`config.mk`:
```
export PLATFORM = sky130hd
export DESIGN_NAME = tlpts_ctrl
export DESIGN_NICKNAME = d
export VERILOG_FILES = /design/src/rtl/core/tlpts_pkg.sv /design/src/rtl/core/tlpts_ctrl.sv
export SDC_FILE = /design/constraint.sdc
export NUM_CORES = 1
export LEC_CHECK = 0
export CORE_AREA = 10 10 47 49
export DETAILED_ROUTE_END_ITERATION = 10
export DIE_AREA = 0 0 57 59
export DONT_BUFFER_PORTS = 1
export RECOVER_POWER = 25
export SKIP_CTS_REPAIR_TIMING = 1
export SLEW_MARGIN = 40
export SYNTH_ARGS = -nofsm -noshare
export SYNTH_HDL_FRONTEND = slang
export SYNTH_SLANG_ARGS = --single-unit
```
`constraint.sdc`:
```
create_clock -name clock -period 1.7 [get_ports clock]
set_input_delay 0.085 -clock clock [delete_from_list [all_inputs] [get_ports clock]]
set_output_delay 0.085 -clock clock [all_outputs]
set_load 0.005 [all_outputs]
```
`src/rtl/core/tlpts_pkg.sv`:
```
// Package for the two-level priority task scheduler: sizes, item types,
// controller states and the command/status structs between controller and datapath.
// No dependencies.
package tlpts_pkg;

   localparam int MAX_TASKS = 64;
   localparam int IDX_W     = $clog2(MAX_TASKS);
   localparam int CNT_W     = IDX_W + 1;
   localparam int IN_TIME_W = 20;
   localparam int OUT_TIME_W = 27;

   typedef struct packed {
      logic [IN_TIME_W-1:0] arrival_time;
      logic [IN_TIME_W-1:0] run_time;
      logic                 low_priority;
      logic                 last_task;
   } req_type;

   typedef struct packed {
      logic [OUT_TIME_W-1:0] completion_time;
      logic                  last_result;
   } rsp_type;

   typedef struct packed {
      logic [IN_TIME_W-1:0] arrive;
      logic [IN_TIME_W-1:0] run;
      logic [IDX_W-1:0]     num;
   } job_type;

   typedef enum logic [3:0] {
      ST_LOAD  = 4'b0001,
      ST_PRIME = 4'b0010,
      ST_SCHED = 4'b0100,
      ST_EMIT  = 4'b1000
   } state_type;

   typedef struct packed {
      logic load;
      logic serve;
      logic emit;
      logic clear;
   } cmd_type;

   typedef struct packed {
      logic done;
   } status_type;

endpackage

```
`src/rtl/core/tlpts_ctrl.sv`:
```
// Controller for the two-level priority task scheduler: load, prime, schedule, emit.
// Depends on tlpts_pkg.
module tlpts_ctrl (
   input  logic                 clock,
   input  logic                 reset,
   input  logic                 start,
   input  logic                 last_task,
   input  tlpts_pkg::status_type status,
   output logic                 busy,
   output tlpts_pkg::cmd_type   cmd
);

   tlpts_pkg::state_type state_ff, state_in;
   logic accept;

   assign busy   = (state_ff != tlpts_pkg::ST_LOAD);
   assign accept = start && !busy;

   always_comb begin
      state_in  = state_ff;
      cmd       = '0;
      case (state_ff)
         tlpts_pkg::ST_LOAD: begin
            cmd.load = accept;
            if (accept && last_task) state_in = tlpts_pkg::ST_PRIME;
         end
         tlpts_pkg::ST_PRIME: begin
            state_in = tlpts_pkg::ST_SCHED;
         end
         tlpts_pkg::ST_SCHED: begin
            cmd.serve = 1'b1;
            if (status.done) state_in = tlpts_pkg::ST_EMIT;
         end
         tlpts_pkg::ST_EMIT: begin
            cmd.emit  = 1'b1;
            cmd.clear = status.done;
            if (status.done) state_in = tlpts_pkg::ST_LOAD;
         end
         default: begin
            state_in = tlpts_pkg::ST_LOAD;
         end
      endcase
   end

   always_ff @(posedge clock) begin
      if (reset) begin
         state_ff <= tlpts_pkg::ST_LOAD;
      end else begin
         state_ff <= state_in;
      end
   end

endmodule

```
# Yosys cells after proc, flatten, opt, wreduce, memory -nomap -nowiden
# Index checks and enable logic that the tools add are counted.
[totals] reg_bits=4 inputBits=5 out_inout_bits=5 word_cells=20
[op_classes] n_eq_ne=8 mux=7 reduce_logical=4
[ops] op="4-bit one-hot mux with 4 select lines" n=1
[ops] op="4-bit 2-to-1 mux" n=3
[ops] op="2-bit inequality test (second input constant)" n=3
[ops] op="4-bit by 1-bit == test with 1-bit output (second input constant)" n=1
[ops] op="4-bit by 2-bit == test with 1-bit output (second input constant)" n=1
[ops] op="4-bit by 3-bit == test with 1-bit output (second input constant)" n=1
[ops] op="4-bit == test (second input constant)" n=1
[ops] op="4-bit by 1-bit inequality test with 1-bit output (second input constant)" n=1
[ops] op="3-bit AND reduction" n=1
[ops] op="1-bit logical AND" n=2
[ops] op="1-bit 2-to-1 mux" n=2
[ops] op="2-bit 2-to-1 mux" n=1
[ops] op="1-bit zero test" n=1

# Depth between registers and ports, before layout
[logic_depth] word_depth=6 ltp_mapped=4 ltp_nobuf=3

# Worst setup path before layout
# OpenSTA, ideal clock, no wires.
[synth_timing] kind="flip-flop to flip-flop" from="register state_ff[2]" to="register state_ff[3]" setup_ps=103 arrival_ps=1060 required_ps=1597 slack_ps=536 stages_incl_launch_ff=4 path_buffers=0 synth_period_minus_slack_ps=1164 cell_sequence="dfxtp_1 > inv_1 > or3_1 > a2111oi_2"
[synth_between] elab_chain_cells=6 word_cells_on_any_way=13 classes_between="8 x eq/ne; 1 x mux; 4 x reduce/logical"
[synth_lines] item="from (decl)" line_no="tlpts_ctrl.sv:13" source="tlpts_pkg::state_type state_ff, state_in;"
[synth_lines] item="from (signal assigned)" line_no="tlpts_ctrl.sv:47" source="state_ff <= tlpts_pkg::ST_LOAD;"
[synth_lines] item="from (signal assigned)" line_no="tlpts_ctrl.sv:49" source="state_ff <= state_in;"
[synth_lines] item="4-bit by 1-bit inequality test with 1-bit output" line_no="tlpts_ctrl.sv:16" source="assign busy = (state_ff != tlpts_pkg::ST_LOAD);"
[synth_lines] item="1-bit zero test" line_no="tlpts_ctrl.sv:17" source="assign accept = start && !busy;"
[synth_lines] item="1-bit logical AND" line_no="tlpts_ctrl.sv:17"
[synth_lines] item="1-bit logical AND" line_no="tlpts_ctrl.sv:25" source="if (accept && last_task) state_in = tlpts_pkg::ST_PRIME;"
[synth_lines] item="2-bit inequality test (no line)"
[synth_lines] item="3-bit AND reduction (no line)"
# Parallel ways exist; a longest one is shown, timed or not.
# A chain may end at the register's enable or synchronous reset.

==> results <==
- Of all cell types, the one taking the most synthesized area is dfxtp_1.
- The worst-case reg-to-reg path depth is 3.
- In this run the register-to-register setup slack is 0.42 ns.
- The top achievable clock speed is about 0.72 GHz.
- The average wire length per cell after detail routing is about 12 um.
- The CTS clock-pin slew for the worst setup and hold paths is roughly 0.040 ns.
- The critical path startpoint category is a flop.
- The region available for standard cell placement spans about 1400 um^2.
- The critical path is of the reg -> out type.
- The post-detailed-placement half-perimeter wirelength is ~470 um.
- The final layout contains routed wiring with a total length of around 580 um.
- The tightest min-delay check is of the in -> reg type.
- In the final layout, the share of cells above drive strength 1 is between 10% and 20%.
- The number of synthesized flops with an enable pin is 0.
- Across the run, the number of max-cap violations was 0.
- The register with the most flip-flops in the final layout is state_ff.
- The die covers roughly 3400 um^2.
- The x dimension of the die is roughly 57 um.
- The top flip-flop cell by instance count after synthesis is dfxtp_1.
- After routing, the total negative slack on setup checks comes to 0 ns.
- The CTS tree is built.
- The final number of setup-violating endpoints is 0.
- The insertion delay to the later sink of the worst-skew pair is 0.23 ns.
- The leakage dissipation is around 0.1 nW.
- The unique cell type count in the Yosys netlist is 18.
- The max-slew violation total from the final report came to 0.
- The first global-routing pass estimated roughly 1000 um of wire.
- The routed layout has roughly 220 vias.
- In this run the worst path has a maximum fanout of 7.
- The clock tree buffer depth is 2.
- The vertical extent of the die is slightly below 60 um.
- The time the worst path needs with I/O delays and setup is ~1.4 ns.
- The register with the most flip-flops in the layout has 4 of them.
- The number of antenna violations at the first check in global routing came to 0.
- The number of flip-flops and latches in the synthesized netlist is 4.
- Setup repair after global routing left no endpoint under its margin.
- The relative slew slack is between 60% and 70%.
- After the first detailed-routing iteration, the DRC count stood at 5.
- The cell chosen for the clock root is clkbuf_4.
- The netlist area before placement is 232.7 um^2.
- In the routed layout, each cell is associated on average with a via count of 4.766.
- Dividing the final minimum period by the clock period gives approximately four fifths.
- The power density over cell area is 854.4 nW/um^2.
- For this run the aggregate overflow at the end of global routing stands at 0.
- The starting density of the core is around 17%.
- The sink count of the clock tree is 4.
- Clock skew on the completed layout was measured at around 0.0028 ns.
- In this run the worst setup path terminates at cmd[3].
- The Yosys warning count is 0.
- At the pin with the least slew margin, the transition time is between 0.5 and 0.6 ns.
- The flow ran to the end, and the final reports show no timing, DRC or antenna violations.
- By count the netlist is led by dfxtp_1 (4), inv_1 (3).
- The final hold violation count is 0.
- The H-tree depth is 1.
- For this run, design rule violations remaining after detail routing come to 0.
- The smallest setup slack after layout is a little over 0.3 ns.
- The mean area per synthesized cell is around 8.6 um^2.
- The library cell with the highest instance count after synthesis is dfxtp_1.
- Counting the buffers created by CTS gives 3.
- The layout overhead on the synthesized area is 20.97%.
- The detailed-routing iteration count for the pre-antenna-repair pass is 4.
- The number of instances in the synthesized netlist is 27.
- The number of global-route vias before repair is around 230.
- The origin of the worst setup path is state_ff[0].
- The share of synthesized flip-flops with an asynchronous set or reset is 0%.
- Across the VDD grid, the largest voltage drop is 0.4200 mV.
- The largest registers in the layout are state_ff: 4 flops.
- The antenna cell count is 0.
- The number of nets produced by synthesis is 32.
- After synthesis, the largest area contributor takes up between 30% and 40% of total cell area.
- The number of nets in the layout is 38.
- The worst-case setup slack after placement is 0.4189 ns.
- At the worst endpoint, the arrival time is 1.31 ns.
- The largest net degree at the start of global routing is 10.
- Global routing consumed, over all layers together, under 10% of the routing resources.
- STA classifies the critical path endpoint as a primary output.
- The worst register-to-register path begins at state_ff[2].
- The global placement routability congestion is just under 0.7.
- The I/O pin total is 10.
- The data required time at the worst endpoint is 1.62 ns.
- The antenna violation net count after detailed routing is 0.
- After synthesis, the cell types taking the most area are dfxtp_1 (34%), nor4b_1 (7.5%), a2111oi_2 (6.5%), nor3b_1 (6.5%), nor4_1 (5.4%).
- For this run, the register share of the synthesized area comes to between 30% and 40%.
- The number of buffer cells added on primary ports is 0.
- The capture point of the worst reg-to-reg path is state_ff[3].
- The row count is 14.
==> routing by layer <==
| metal | track usage [%] | share of wire, % | vias up |
|---|---|---|---|
| met1 | 3.892 | 46 | 104 |
| li1 | - | - | 111 |
| met4 | 4.027 | 1.0 | 0 |
| met3 | 2.790 | 9.0 | 2 |
| met2 | 5.426 | 44 | 7 |
| met5 | 0 | 0 | - |
==> worst min-delay path by stage <==
stage | start | end | slack [ns] | depth (start not counted)
CTS | reset | state_ff[3] | -0.09 | 1
finish | start | state_ff[1] | 0.01 | 2
global placement | reset | state_ff[3] | 0.16 | 1
floorplan | reset | state_ff[3] | 0.15 | 1
detailed placement | reset | state_ff[3] | 0.16 | 1
global route | start | state_ff[1] | 0.02 | 2
==> kinds of logic after synthesis <==
logic type | count (synthesis) | synth area share [%]
buffers and inverters | 4 | 9.677
AO/OA/AOI/OAI | 6 | 19.35
AND/OR/NAND/NOR | 13 | 36.56
flip-flops | 4 | 34.41
==> stage by stage <==
step | cell area [um^2] | hold WS [ns] | utilization, % | power, mW | cells
3_3_place_gp | 249.0 | 0.1579 | 17.77 | 0.1278 | 43
6_report | 281.5 | 0.01233 | 20.09 | 0.2405 | 47
4_1_cts | 271.5 | -0.08789 | 19.38 | 0.2459 | 46
3_5_place_dp | 249.0 | 0.1587 | 17.77 | 0.1286 | 43
5_1_grt | 281.5 | 0.01774 | 20.09 | 0.2577 | 47
2_1_floorplan | 232.7 | 0.1539 | - | 0.1263 | 27
==> worst max-delay path, stage by stage (launching register included) <==
cell	delay [ns]
dfxtp_1	0.43
nor4b_1	0.41
and2_2	0.23
==> cells in the final DEF (no fill, tap or decap) <==
cell	count
nor4b_1	2
dlygate4sd3_1	1
o21ai_0	1
and2_1	1
nor3b_1	2
nor3_1	1
inv_1	3
o311a_1	1
buf_4	1
nand2_1	1
dfxtp_1	4
a2111oi_2	1
nor2b_1	1
nor4_1	2
clkbuf_4	3
nand3_1	1
o21ai_1	1
or3_1	1
a21oi_1	2
and2_2	1
==> cell type report <==
cell class	instances	area, um^2
Clock buffer	3	22.52
Tap cell	16	20.02
Fill cell	162	1120
Sequential cell	4	80.08
Multi-Input combinational cell	19	130.1
Timing Repair Buffer	2	17.52
Inverter	3	11.26
==> power by group <==
group,switching [mW],internal [mW]
clock,0.0318,0.0784
sequential,0.00760,0.0985
combinational,0.0121,0.0122
total,0.0514,0.189
(Power assumes the default switching activity.)
